[src/hw/rtl/assert_macros.svh]
// concurrent assertion helpers
`ifndef ASSERT_MACROS_SVH
`define ASSERT_MACROS_SVH

// same-cycle implication
`define PNPL_ASSERT_NOW(label, clk, rst_n, ante, cons, msg) \
  label: assert property (@(posedge clk) disable iff (!rst_n) (ante) |-> (cons)) \
    else $error(msg);

// next-cycle implication
`define PNPL_ASSERT_NEXT(label, clk, rst_n, ante, cons, msg) \
  label: assert property (@(posedge clk) disable iff (!rst_n) (ante) |=> (cons)) \
    else $error(msg);

`endif

[src/hw/rtl/pnpl_pkg.sv]
package pnpl_pkg;

  localparam int MAX_LIST     = 32;
  localparam int MAX_DIM      = 256;
  localparam int PHOTON_LIMIT = 131072;
  localparam int NUM_PIX      = MAX_DIM * MAX_DIM;
  localparam int PIX_W        = $clog2(NUM_PIX);
  localparam int DIST_W       = 35;
  localparam int ID_W         = 17;
  localparam int QUEUE_DEPTH  = 2;

  localparam logic [1:0] CMD_INSERT = 2'd0;
  localparam logic [1:0] CMD_CLEAR  = 2'd1;
  localparam logic [1:0] CMD_READ   = 2'd2;

  localparam logic [1:0] REG_LIST_LIMIT  = 2'd0;
  localparam logic [1:0] REG_GRID_HEIGHT = 2'd1;
  localparam logic [1:0] REG_GRID_WIDTH  = 2'd2;

  typedef enum logic [1:0] {
    OP_INSERT,
    OP_CLEAR,
    OP_READ,
    OP_NOP
  } op_e;

  typedef enum logic [2:0] {
    B_CLEAR,
    B_IDLE,
    B_READ,
    B_CALC,
    B_WRITE
  } back_state_e;

  typedef struct packed {
    op_e               op;
    logic [7:0]        row;
    logic [7:0]        col;
    logic [ID_W-1:0]   id;
    logic [DIST_W-1:0] sq_dist;
    logic [4:0]        slot;
  } item_t;

  typedef struct packed {
    logic [ID_W-1:0]   id;
    logic [DIST_W-1:0] sq_dist;
  } entry_t;

endpackage

[src/hw/rtl/pnpl_queue.sv]
module pnpl_queue import pnpl_pkg::*; (
  input  logic  clk_i,
  input  logic  rst_ni,
  input  logic  push_i,
  input  item_t item_i,
  output logic  full_o,
  input  logic  pop_i,
  output logic  valid_o,
  output item_t item_o
);

  localparam int PtrW = (QUEUE_DEPTH > 1) ? $clog2(QUEUE_DEPTH) : 1;
  localparam int CntW = $clog2(QUEUE_DEPTH + 1);

  item_t           mem_q [QUEUE_DEPTH];
  logic [PtrW-1:0] wptr_q, wptr_d, rptr_q, rptr_d;
  logic [CntW-1:0] cnt_q, cnt_d;
  logic            do_push, do_pop;

  assign full_o  = (cnt_q == CntW'(QUEUE_DEPTH));
  assign valid_o = (cnt_q != '0);
  assign item_o  = mem_q[rptr_q];
  assign do_push = push_i && !full_o;
  assign do_pop  = pop_i && valid_o;

  always_comb begin
    wptr_d = wptr_q;
    rptr_d = rptr_q;
    cnt_d  = cnt_q;
    if (do_push) begin
      wptr_d = (wptr_q == PtrW'(QUEUE_DEPTH - 1)) ? '0 : wptr_q + PtrW'(1);
    end
    if (do_pop) begin
      rptr_d = (rptr_q == PtrW'(QUEUE_DEPTH - 1)) ? '0 : rptr_q + PtrW'(1);
    end
    if (do_push && !do_pop) begin
      cnt_d = cnt_q + CntW'(1);
    end else if (do_pop && !do_push) begin
      cnt_d = cnt_q - CntW'(1);
    end
  end

  always_ff @(posedge clk_i or negedge rst_ni) begin
    if (!rst_ni) begin
      wptr_q <= '0;
      rptr_q <= '0;
      cnt_q  <= '0;
    end else begin
      wptr_q <= wptr_d;
      rptr_q <= rptr_d;
      cnt_q  <= cnt_d;
    end
  end

  always_ff @(posedge clk_i) begin
    if (do_push) begin
      mem_q[wptr_q] <= item_i;
    end
  end

endmodule

[config.mk]
export PLATFORM = sky130hd
export DESIGN_NAME = pnpl_queue
export DESIGN_NICKNAME = d
export VERILOG_FILES = /design/src/hw/rtl/assert_macros.svh /design/src/hw/rtl/pnpl_pkg.sv /design/src/hw/rtl/pnpl_queue.sv
export SDC_FILE = /design/constraint.sdc
export NUM_CORES = 1
export LEC_CHECK = 0
export BUFFER_PORTS_ARGS = -buffer_cell sky130_fd_sc_hd__buf_4
export CORE_ASPECT_RATIO = 0.8
export CORE_MARGIN = 5
export CORE_UTILIZATION = 30
export CTS_CLUSTER_SIZE = 28
export DETAILED_ROUTE_END_ITERATION = 16
export GPL_TIMING_DRIVEN = 0
export PLACE_DENSITY_LB_ADDON = 0.2
export RECOVER_POWER = 50
export SYNTH_ARGS = -nofsm -noshare
export SYNTH_HDL_FRONTEND = slang
export SYNTH_SLANG_ARGS = --single-unit
[constraint.sdc]
create_clock -name clk_i -period 5 [get_ports clk_i]
set_clock_uncertainty 0.2 [all_clocks]
set_input_delay 0.25 -clock clk_i [delete_from_list [all_inputs] [get_ports clk_i]]
set_output_delay 0.25 -clock clk_i [all_outputs]
set_load 0.005 [all_outputs]
==> flow_summary.ini <==
[finish]
drive_gt1_frac = 0.490
number_of_nets_in_the_finished_design = 588
synthToLayoutAreaGrowth_pct = 49.5
commonest_cells_after_routing_fill_and_taps_aside = sky130_fd_sc_hd__edfxtp_1 (150), sky130_fd_sc_hd__dlygate4sd3_1 (79), sky130_fd_sc_hd__buf_4 (78), sky130_fd_sc_hd__clkbuf_4 (61), sky130_fd_sc_hd__mux2_4 (40)
layout.cells.most_common = sky130_fd_sc_hd__edfxtp_1
antenna-diode-count = 0
post_layout_nonfiller_instances = 778
final_cell_area_sq_mm = 0.00862

[drt]
route.detailed.wl_per_inst_microns = 14.8
vias = 3144
drt_first_pass_iters = 4
detail_route.wirelength_microns = 11500
drtAntennaViolNets = 0
route.detailed.vias_per_inst = 4.04
drcViolationCount = 0
detail_route.iter0.violations = 122

[status]
violated_checks = capacitance limit, slew limit
outcome = complete, but fails checks

[floorplan]
initial_utilization = 0.305
core_area_sq_mm = 0.0189
placement_rows = 45
die_area_sq_mm = 0.0221
pin_count = 156
die_w_microns = 165
fp.dieH_microns = 134

[critical_path]
crit_path_max_fanout = 38
setup.worst_path.class = reg2reg
r2r_cells = 3
endpoint_kind = register
crit_path_launch_type = register
critPathRequiredTime_ns = 4.89
timing.critical_path.arrival_ns = 2.84

[placed_design]
pre_cts_ws_ns = 2.69
cell_count_after_placement = 668
place_congestion = 0.664
port_buffer_count = 155
place.detailed.hpwl_microns = 7510
placedInstanceArea_sq_mm = 0.00732

[min_path]
depth_of_the_worst_hold_timing_path = 1
worstHoldPathType = reg2reg

[clock_tree]
cts_made_buffers = 17
cts_sinks = 154
clk_latency_ns = 0.41
clock-root-buffer = sky130_fd_sc_hd__clkbuf_16
cts_max_level = 4
clock_tree_from_tritoncts = yes
longest_clk_path_bufs = 2
post_cts.repair.setup_buffers = 0
clkTransAtPathRegs_ns = 0.06

[grt]
first_pass_grt_wire_length_microns = 17400
number_of_global_route_vias_before_repair = 3463
grt_start_max_net_pins = 39
remaining_global_route_overflow = 0
grt_usage = 0.105
grt_antenna_before_repair = 0

[sta]
grt_setup_unrepaired = false
worst_slew_pin_slew_ns = 1.92
period_minus_slack_ns = 2.95
period_share = 0.589
timing.final.setup_violations = 0
slew-limit-headroom = -0.279
timing.final.max_slew_violations = 38
timing.final.ws_setup_ns = 2.05
fin_tns_setup_ns = 0
fmax_mhz = 339
timing_hold_violations_final = 0

[synthesis]
postSynthRegisterBits = 154
syn-num-nets = 332
syn_warnings = 0
synthesis.area_per_instance_sq_um = 22.9
count_of_cell_types_in_the_netlist = 16
synth_cell_area_sq_mm = 0.00576
synth-seq-area-share = 0.799
synthesis.instances = 252

[power]
power_leakage_uw = 0.00330
power.ir.vdd_worst_mv = 0.257
p_per_area_mw_per_mm2 = 530

[run]
maxCapViolations = 1
[repair_timing]
item | in CTS | in global routing
hold buffers | 79 | 0
endpoints found under the hold margin | 156 | 0
gates resized for setup | 0 | 0
[cell usage after synthesis (all sizes together)]
cell type  instances  area [sq um]
inv                2          7.51
dfrtp              4           100
xnor2              3          26.3
edfxtp           150          4500
or2                1          6.26
xor2               2          17.5
nand2b             1          6.26
mux2              75           995
ha                 1          12.5
buf                8          67.6
nand2              2          7.51
nor2               2          7.51
and3               1          6.26
[power breakdown]
group | internal (uW) | switching (uW)
clock network | 734 | 507
registers | 1770 | 71.3
logic | 862 | 626
total | 3360 | 1200
[layout make-up]
class / instances / area [sq um]
Clock buffer: 17 / 425
Multi-Input combinational cell: 88 / 1090
Buffer: 8 / 67.6
Clock inverter: 14 / 146
Fill cell: 1675 / 10300
Inverter: 2 / 7.51
Sequential cell: 154 / 4600
Timing Repair Buffer: 237 / 1950
Tap cell: 258 / 323
[logic make-up after synthesis]
group	after synthesis	share of synthesized area
xor gates and xnor gates	5	0.00760
adders and majority gates	1	0.00217
buffers and inverters	10	0.0130
DFF	154	0.799
muxes	75	0.173
and+or+nand+nor	7	0.00586
[stage by stage]
step                      hold WS (ns)  utilization  power, uW
after floorplan                 -0.246            -       2670
after global placement          -0.152        0.383       3350
after detailed placement        -0.146        0.387       3370
after CTS                        0.305        0.459       4680
after global routing             0.314        0.455       4810
final                            0.308        0.455       4570
[worst paths after layout]
| kind | from | end | slack, ns |
|---|---|---|---|
| setup / recovery | cnt_q[0] | mem_q[1][13] | 2.05 |
| hold / removal | cnt_q[1] | cnt_q[1] | 0.31 |
| setup reg to reg | cnt_q[0] | mem_q[1][13] | 2.05 |
| hold reg to reg | cnt_q[1] | cnt_q[1] | 0.31 |
| max in group asynchronous | rst_ni | cnt_q[1] | 3.84 |
| min in group asynchronous | rst_ni | cnt_q[0] | 0.58 |
[worst max-delay path, stage by stage, from the launching register on]
cell and delay (ns):
sky130_fd_sc_hd__dfrtp_1 0.41, sky130_fd_sc_hd__nand2b_1 0.18, sky130_fd_sc_hd__and3_1 1.46, sky130_fd_sc_hd__buf_12 0.34
[sequential cells by signal (all words and copies together) (netlist names)]
| name | cells |
|---|---|
| cnt_q | 2 |
| rptr_q | 1 |
| mem_q | 150 |
| wptr_q | 1 |
[per-layer routing]
metal / vias up / global-route usage / wire, microns
met2: 97 / 0.175 / 5760
met1: 1527 / 0.124 / 4820
li1: 1510 / - / -
met5: - / 0 / 0
met4: 0 / 0.0443 / 145
met3: 10 / 0.0375 / 762
(Power assumes the default switching activity.)
