`config.mk`:
```
export PLATFORM = sky130hd
export DESIGN_NAME = pnpl_front_flat
export DESIGN_NICKNAME = d
export VERILOG_FILES = /design/src/hw/rtl/assert_macros.svh /design/src/hw/rtl/pnpl_pkg.sv /design/src/hw/rtl/pnpl_in_if.sv /design/src/hw/rtl/pnpl_front.sv /design/src/flat_wrapper.sv
export SDC_FILE = /design/constraint.sdc
export NUM_CORES = 2
export LEC_CHECK = 0
export ABC_CLOCK_PERIOD_IN_PS = 16900
export BUFFER_PORTS_ARGS = -buffer_cell sky130_fd_sc_hd__buf_2
export CORE_ASPECT_RATIO = 1.5
export CORE_UTILIZATION = 27
export CTS_CLUSTER_SIZE = 40
export DETAILED_ROUTE_END_ITERATION = 12
export SETUP_SLACK_MARGIN = 0.05
export SYNTH_ARGS = -nofsm -noshare
export SYNTH_HDL_FRONTEND = slang
export SYNTH_SLANG_ARGS = --single-unit
```
`constraint.sdc`:
```
create_clock -name clk_i -period 16.9 [get_ports clk_i]
set_clock_uncertainty 0.2 [all_clocks]
set_input_delay 0.845 -clock clk_i [delete_from_list [all_inputs] [get_ports clk_i]]
set_output_delay 0.845 -clock clk_i [all_outputs]
set_load 0.02 [all_outputs]
```
`src/hw/rtl/assert_macros.svh`:
```
// concurrent assertion helpers
`ifndef ASSERT_MACROS_SVH
`define ASSERT_MACROS_SVH

// same-cycle implication
`define PNPL_ASSERT_NOW(label, clk, rst_n, ante, cons, msg) \
  label: assert property (@(posedge clk) disable iff (!rst_n) (ante) |-> (cons)) \
    else $error(msg);

// next-cycle implication
`define PNPL_ASSERT_NEXT(label, clk, rst_n, ante, cons, msg) \
  label: assert property (@(posedge clk) disable iff (!rst_n) (ante) |=> (cons)) \
    else $error(msg);

`endif

```
`src/hw/rtl/pnpl_pkg.sv`:
```
package pnpl_pkg;

  localparam int MAX_LIST     = 32;
  localparam int MAX_DIM      = 256;
  localparam int PHOTON_LIMIT = 131072;
  localparam int NUM_PIX      = MAX_DIM * MAX_DIM;
  localparam int PIX_W        = $clog2(NUM_PIX);
  localparam int DIST_W       = 35;
  localparam int ID_W         = 17;
  localparam int QUEUE_DEPTH  = 2;

  localparam logic [1:0] CMD_INSERT = 2'd0;
  localparam logic [1:0] CMD_CLEAR  = 2'd1;
  localparam logic [1:0] CMD_READ   = 2'd2;

  localparam logic [1:0] REG_LIST_LIMIT  = 2'd0;
  localparam logic [1:0] REG_GRID_HEIGHT = 2'd1;
  localparam logic [1:0] REG_GRID_WIDTH  = 2'd2;

  typedef enum logic [1:0] {
    OP_INSERT,
    OP_CLEAR,
    OP_READ,
    OP_NOP
  } op_e;

  typedef enum logic [2:0] {
    B_CLEAR,
    B_IDLE,
    B_READ,
    B_CALC,
    B_WRITE
  } back_state_e;

  typedef struct packed {
    op_e               op;
    logic [7:0]        row;
    logic [7:0]        col;
    logic [ID_W-1:0]   id;
    logic [DIST_W-1:0] sq_dist;
    logic [4:0]        slot;
  } item_t;

  typedef struct packed {
    logic [ID_W-1:0]   id;
    logic [DIST_W-1:0] sq_dist;
  } entry_t;

endpackage

```
`src/hw/rtl/pnpl_in_if.sv`:
```
interface pnpl_in_if;
  logic        valid;
  logic        ready;
  logic [1:0]  cmd;
  logic [7:0]  pixel_row;
  logic [7:0]  pixel_col;
  logic [16:0] photon_id;
  logic signed [16:0] photon_x;
  logic signed [16:0] photon_y;
  logic [4:0]  entry_slot;

  modport source (
    output valid, cmd, pixel_row, pixel_col, photon_id, photon_x, photon_y, entry_slot,
    input  ready
  );
  modport sink (
    input  valid, cmd, pixel_row, pixel_col, photon_id, photon_x, photon_y, entry_slot,
    output ready
  );
endinterface

```
`src/hw/rtl/pnpl_front.sv`:
```
module pnpl_front import pnpl_pkg::*; (
  input  logic       clk_i,
  input  logic       rst_ni,
  pnpl_in_if.sink    in_ch,
  input  logic [8:0] grid_height_i,
  input  logic [8:0] grid_width_i,
  input  logic       init_done_i,
  input  logic       q_full_i,
  output logic       q_push_o,
  output item_t      q_item_o
);

  logic        s1_valid_q, s2_valid_q;
  item_t       s1_item_q, s2_item_q;
  logic [17:0] s1_adx_q, s1_ady_q;
  logic [35:0] s2_sqx_q, s2_sqy_q;
  logic        stall, accept;
  op_e         op;
  logic signed [17:0] hx, hy;
  logic signed [18:0] dx, dy;
  logic [18:0] adx, ady;
  logic [36:0] sum;
  item_t       in_item;

  assign stall       = s2_valid_q && q_full_i;
  assign in_ch.ready = init_done_i && !stall;
  assign accept      = in_ch.valid && in_ch.ready;

  always_comb begin
    case (in_ch.cmd)
      CMD_INSERT: op = (32'(in_ch.photon_id) < PHOTON_LIMIT) ? OP_INSERT : OP_NOP;
      CMD_CLEAR:  op = OP_CLEAR;
      CMD_READ:   op = OP_READ;
      default:    op = OP_NOP;
    endcase
  end

  // hit point relative to grid center, in 1/256 pixel
  assign hx  = $signed({2'b0, in_ch.pixel_row, 8'b0}) - $signed({2'b0, grid_height_i, 7'b0});
  assign hy  = $signed({2'b0, in_ch.pixel_col, 8'b0}) - $signed({2'b0, grid_width_i, 7'b0});
  assign dx  = 19'(in_ch.photon_x) - 19'(hx);
  assign dy  = 19'(in_ch.photon_y) - 19'(hy);
  assign adx = dx[18] ? 19'(-dx) : 19'(dx);
  assign ady = dy[18] ? 19'(-dy) : 19'(dy);

  always_comb begin
    in_item      = '0;
    in_item.op   = op;
    in_item.row  = in_ch.pixel_row;
    in_item.col  = in_ch.pixel_col;
    in_item.id   = in_ch.photon_id;
    in_item.slot = in_ch.entry_slot;
  end

  always_ff @(posedge clk_i or negedge rst_ni) begin
    if (!rst_ni) begin
      s1_valid_q <= 1'b0;
      s2_valid_q <= 1'b0;
    end else if (!stall) begin
      s1_valid_q <= accept;
      s2_valid_q <= s1_valid_q;
    end
  end

  always_ff @(posedge clk_i) begin
    if (!stall) begin
      s1_item_q <= in_item;
      s1_adx_q  <= adx[17:0];
      s1_ady_q  <= ady[17:0];
      s2_item_q <= s1_item_q;
      s2_sqx_q  <= s1_adx_q * s1_adx_q;
      s2_sqy_q  <= s1_ady_q * s1_ady_q;
    end
  end

  assign sum      = {1'b0, s2_sqx_q} + {1'b0, s2_sqy_q};
  assign q_push_o = s2_valid_q && !q_full_i;

  always_comb begin
    q_item_o         = s2_item_q;
    q_item_o.sq_dist = (sum[36:DIST_W] != '0) ? '1 : sum[DIST_W-1:0];
  end

endmodule

```
`src/flat_wrapper.sv`:
```
// flat-port wrapper written by rule: the top's interface ports become plain ports
module pnpl_front_flat import pnpl_pkg::*;
  (clk_i, rst_ni, grid_height_i, grid_width_i, init_done_i, q_full_i, q_push_o, q_item_o, in_ch_valid, in_ch_cmd, in_ch_pixel_row, in_ch_pixel_col, in_ch_photon_id, in_ch_photon_x, in_ch_photon_y, in_ch_entry_slot, in_ch_ready);
  pnpl_in_if in_ch_i ();
  input  logic clk_i;
  input  logic rst_ni;
  input  logic [8:0] grid_height_i;
  input  logic [8:0] grid_width_i;
  input  logic init_done_i;
  input  logic q_full_i;
  output logic q_push_o;
  output item_t q_item_o;
  input wire logic [$bits(in_ch_i.valid)-1:0] in_ch_valid;
  input wire logic [$bits(in_ch_i.cmd)-1:0] in_ch_cmd;
  input wire logic [$bits(in_ch_i.pixel_row)-1:0] in_ch_pixel_row;
  input wire logic [$bits(in_ch_i.pixel_col)-1:0] in_ch_pixel_col;
  input wire logic [$bits(in_ch_i.photon_id)-1:0] in_ch_photon_id;
  input wire logic [$bits(in_ch_i.photon_x)-1:0] in_ch_photon_x;
  input wire logic [$bits(in_ch_i.photon_y)-1:0] in_ch_photon_y;
  input wire logic [$bits(in_ch_i.entry_slot)-1:0] in_ch_entry_slot;
  output wire logic [$bits(in_ch_i.ready)-1:0] in_ch_ready;
  assign in_ch_i.valid = in_ch_valid;
  assign in_ch_i.cmd = in_ch_cmd;
  assign in_ch_i.pixel_row = in_ch_pixel_row;
  assign in_ch_i.pixel_col = in_ch_pixel_col;
  assign in_ch_i.photon_id = in_ch_photon_id;
  assign in_ch_i.photon_x = in_ch_photon_x;
  assign in_ch_i.photon_y = in_ch_photon_y;
  assign in_ch_i.entry_slot = in_ch_entry_slot;
  assign in_ch_ready = in_ch_i.ready;
  pnpl_front u_core (.clk_i(clk_i), .rst_ni(rst_ni), .in_ch(in_ch_i), .grid_height_i(grid_height_i), .grid_width_i(grid_width_i), .init_done_i(init_done_i), .q_full_i(q_full_i), .q_push_o(q_push_o), .q_item_o(q_item_o));
endmodule
```
==> summary.md <==
| Metric | Value |
|---|---|
| Post-route DRC violation count | 0 |
| H-tree depth | 4 |
| XOR/XNOR share of the synthesized area | 4.911% |
| Crit path buf inv count | 6 |
| Status | completed |
| Routed length per instance | 14.52 um |
| Slowest-stage cell, CP | edfxtp_1 |
| Final TNS setup | 0 ps |
| Placed insts | 4136 |
| RePlAce Congestion | 0.8481 |
| Synth unique cells | 71 |
| Grt ovf | 0 |
| Slack of the worst reg-to-reg path | 9590 ps |
| Remaining antenna violation count after routing | 0 |
| Layout area overhead | 10.86% |
| Synthesized instance count | 2717 |
| Largest net degree at the start of global routing | 69 |
| Worst path depth | 23 |
| Syn avg cell area | 10.04 um^2 |
| Starting Density | 27.28% |
| Tcrit/Tclk final | 43.25% |
| Kind of critical path | flip-flop to flip-flop |
| Reg2reg path depth | 23 |
| Mux cell area share after synthesis | 0.3851% |
| HPWL Detailed | 51320 um |
| Pins over their slew limit | 0 |
| Vias/cell | 4.353 |
| Largest cells by area after synthesis | fa_1 32%, edfxtp_1 20%, ha_1 14% |
| Hold Crit Start | u_core.s1_item_q[71]$_DFFE_PN_ |
| Hold-fix buffers at CTS | 1 |
| Routed Wire Length | 60520 um |
| Core Region | 100000 um^2 |
| Clock Sinks | 188 |
| Layout fillers | 10310 |
| Max-cap violations | 0 |
| Post-CTS sizing | 0 |
| DR vias | 18150 |
| Port buffer count | 173 |
| Most frequent cells in the layout | 674 x inv_1, 439 x fa_1, 297 x ha_1 |
| Leading area contributor after synthesis | fa_1 |
| Die height | 391.4 um |
| Register bit count reported by yosys | 188 |
| Critical Path End Type | flip-flop |
| CTS clock-pin slew for the worst setup and hold paths | 80 ps |
| Root Buffer Master | clkbuf_16 |
| Net Count, Synth | 3550 |
| Num CTS Buffers | 17 |
| TritonCTS clock tree | done |
| Number of synthesized flops with an enable pin | 186 |
| Final nets | 3693 |
| Synth Area in Adders | 45.82% |
| Worst Hold Path EP | u_core.q_item_o[71]$_DFFE_PN_ |
| Global Route Usage Sum | 12.69% |
| RSZ-0062 raised after global routing | no |
| Hold/Removal Path Class | flip-flop to flip-flop |
| Worst-margin pin slew | 1032 ps |
| Critical path fanouts, max | 18 |
| Synth Area in Simple Gates | 10.35% |
| RR Startpoint | u_core.s1_adx_q[5]$_DFFE_PN_ |
| Die W | 261.6 um |
| Diodes inserted | 0 |
| RR Endpoint | u_core.s2_sqx_q[31]$_DFFE_PN_ |
| Most common library cell in the layout ignoring fill and taps | inv_1 |
| Initial antenna violation count | 2 |
| Crit path required time | 16960 ps |
| Area of the die | 102400 um^2 |
| TritonRoute pass-1 iters | 4 |
| Fraction of layout cells with a size suffix above 1 | 8.354% |
| Relative slew slack | 31.19% |
| Top cell type's share of synthesized area | 32.21% |
| Worst-Skew Late Latency | 520 ps |
| Synth Area in Compound Gates | 7.808% |
| DR iter-0 viols | 568 |
| CTS Buffer Depth | 2 |
| Crit path launch type | flip-flop |
| Slowest Stage Delay on Critical Path | 810 ps |
| First-pass GRT wire length | 100800 um |
| Fin cells | 4169 |
| Combinational family with the most area after synthesis | adder cells |
| F_max | 136.8 MHz |
| Hold path depth | 0 |
| Synthesis warning total | 0 |
| Synth Cell Area | 27290 um^2 |
| Min Tclk post-route | 7310 ps |
| Crit-path leading delay family | adder cells |
| FP Rows | 142 |
| Async set-reset flop share out of synthesis | 1.064% |
| Crit path cell chain | and2_1 > inv_1 > fa_1 > inv_1 > fa_1 > inv_1 > fa_1 > inv_1 > fa_1 > fa_1 > inv_1 > fa_1 > inv_1 > ha_1 > a21oi_1 > nor2_1 > a211oi_1 > o211ai_1 > a311oi_2 > or2_1 > nand2b_1 > a311oi_1 > xnor2_1 |
| Seq/Total Area, Yosys | 20.65% |
| Vias in the first global route | 19730 |
| Postcts setup bufs | 0 |
| Final hold violations | 0 |
| # setup viols final | 0 |
| CP arrival | 7370 ps |
| Top Ports | 174 |
| Ys flop type | edfxtp_1 |
==> per-stage QoR <==
stage                     cell area [um^2]  hold WS [ps]  setup WS (ps)  util, %
final                                30250         211.9           9590    30.24
after floorplan                      27290         200.3          10470        -
after detailed placement             29610         205.2           9555    29.60
after global placement               29610         200.7           9634    29.60
after CTS                            30250         209.8           9544    30.24
after global routing                 30250         215.0           9125    30.24
==> registers in the layout, summed over array words and instances (netlist names) <==
name / count
u_core.q_item_o: 40
u_core.s1_item_q: 40
u_core.s2_sqx_q: 35
u_core.s2_sqy_q: 35
u_core.s1_adx_q: 18
u_core.s1_ady_q: 18
u_core.s1_valid_q: 1
u_core.s2_valid_q: 1
==> worst max path at each step <==
| stage | from | endpoint |
|---|---|---|
| floorplan | q_full_i | in_ch_ready |
| global placement | u_core.s1_adx_q[4]$_DFFE_PN_ | u_core.s2_sqx_q[31]$_DFFE_PN_ |
| detailed placement | u_core.s1_adx_q[4]$_DFFE_PN_ | u_core.s2_sqx_q[31]$_DFFE_PN_ |
| CTS | u_core.s1_adx_q[4]$_DFFE_PN_ | u_core.s2_sqx_q[31]$_DFFE_PN_ |
| global route | u_core.s1_adx_q[5]$_DFFE_PN_ | u_core.s2_sqx_q[31]$_DFFE_PN_ |
| finish | u_core.s1_adx_q[5]$_DFFE_PN_ | u_core.s2_sqx_q[31]$_DFFE_PN_ |
==> layer usage <==
| metal | wire (um) | global-route usage (%) | up-vias |
|---|---|---|---|
| li1 | - | - | 8792 |
| met1 | 23770 | 14.07 | 8937 |
| met2 | 32670 | 23.60 | 321 |
| met3 | 1987 | 1.832 | 98 |
| met4 | 2089 | 5.634 | 0 |
| met5 | 0 | 0 | - |
==> cells by family after synthesis <==
| logic type | Yosys count |
|---|---|
| multiplexers | 10 |
| flip-flops | 188 |
| buffers and inverters | 729 |
| XOR/XNOR | 153 |
| AO/OA/AOI/OAI | 322 |
| adder cells (fa/ha/maj) | 736 |
| AND/OR/NAND/NOR | 579 |
==> cells in the mapped netlist, types with 4 or more instances <==
master and instances:
xnor2_1 102, nand4_1 11, nor3_1 12, a21boi_1 6, a31oi_1 7, o21ai_0 27
inv_1 674, o211ai_1 5, xor2_1 51, nand2b_1 22, and2_1 125, nor2_1 77
a21o_1 52, fa_1 439, mux2i_1 6, o21ai_1 32, nand3_1 21, clkbuf_1 50
o21a_1 12, mux2_2 4, nor4_1 7, ha_1 297, a21oi_1 98, and3_1 6
o21bai_1 18, o31ai_1 7, nor2b_1 27, a211oi_1 12, nand2_1 237, a311oi_1 6
edfxtp_1 186, or3_1 5, or2_2 12
==> final cells by class <==
cell class / count / area (um^2) / area share (%)
Tap cell: 1296 / 1622 / 5.360
Clock inverter: 15 / 206.4 / 0.6824
Sequential cell: 188 / 5635 / 18.63
Multi-Input combinational cell: 1800 / 18920 / 62.54
Timing Repair Buffer: 179 / 913.4 / 3.019
Inverter: 674 / 2530 / 8.363
Clock buffer: 17 / 425.4 / 1.406
Power is not shown: default switching activity piles up to over one toggle a cycle in this logic, so the estimate is an artifact.
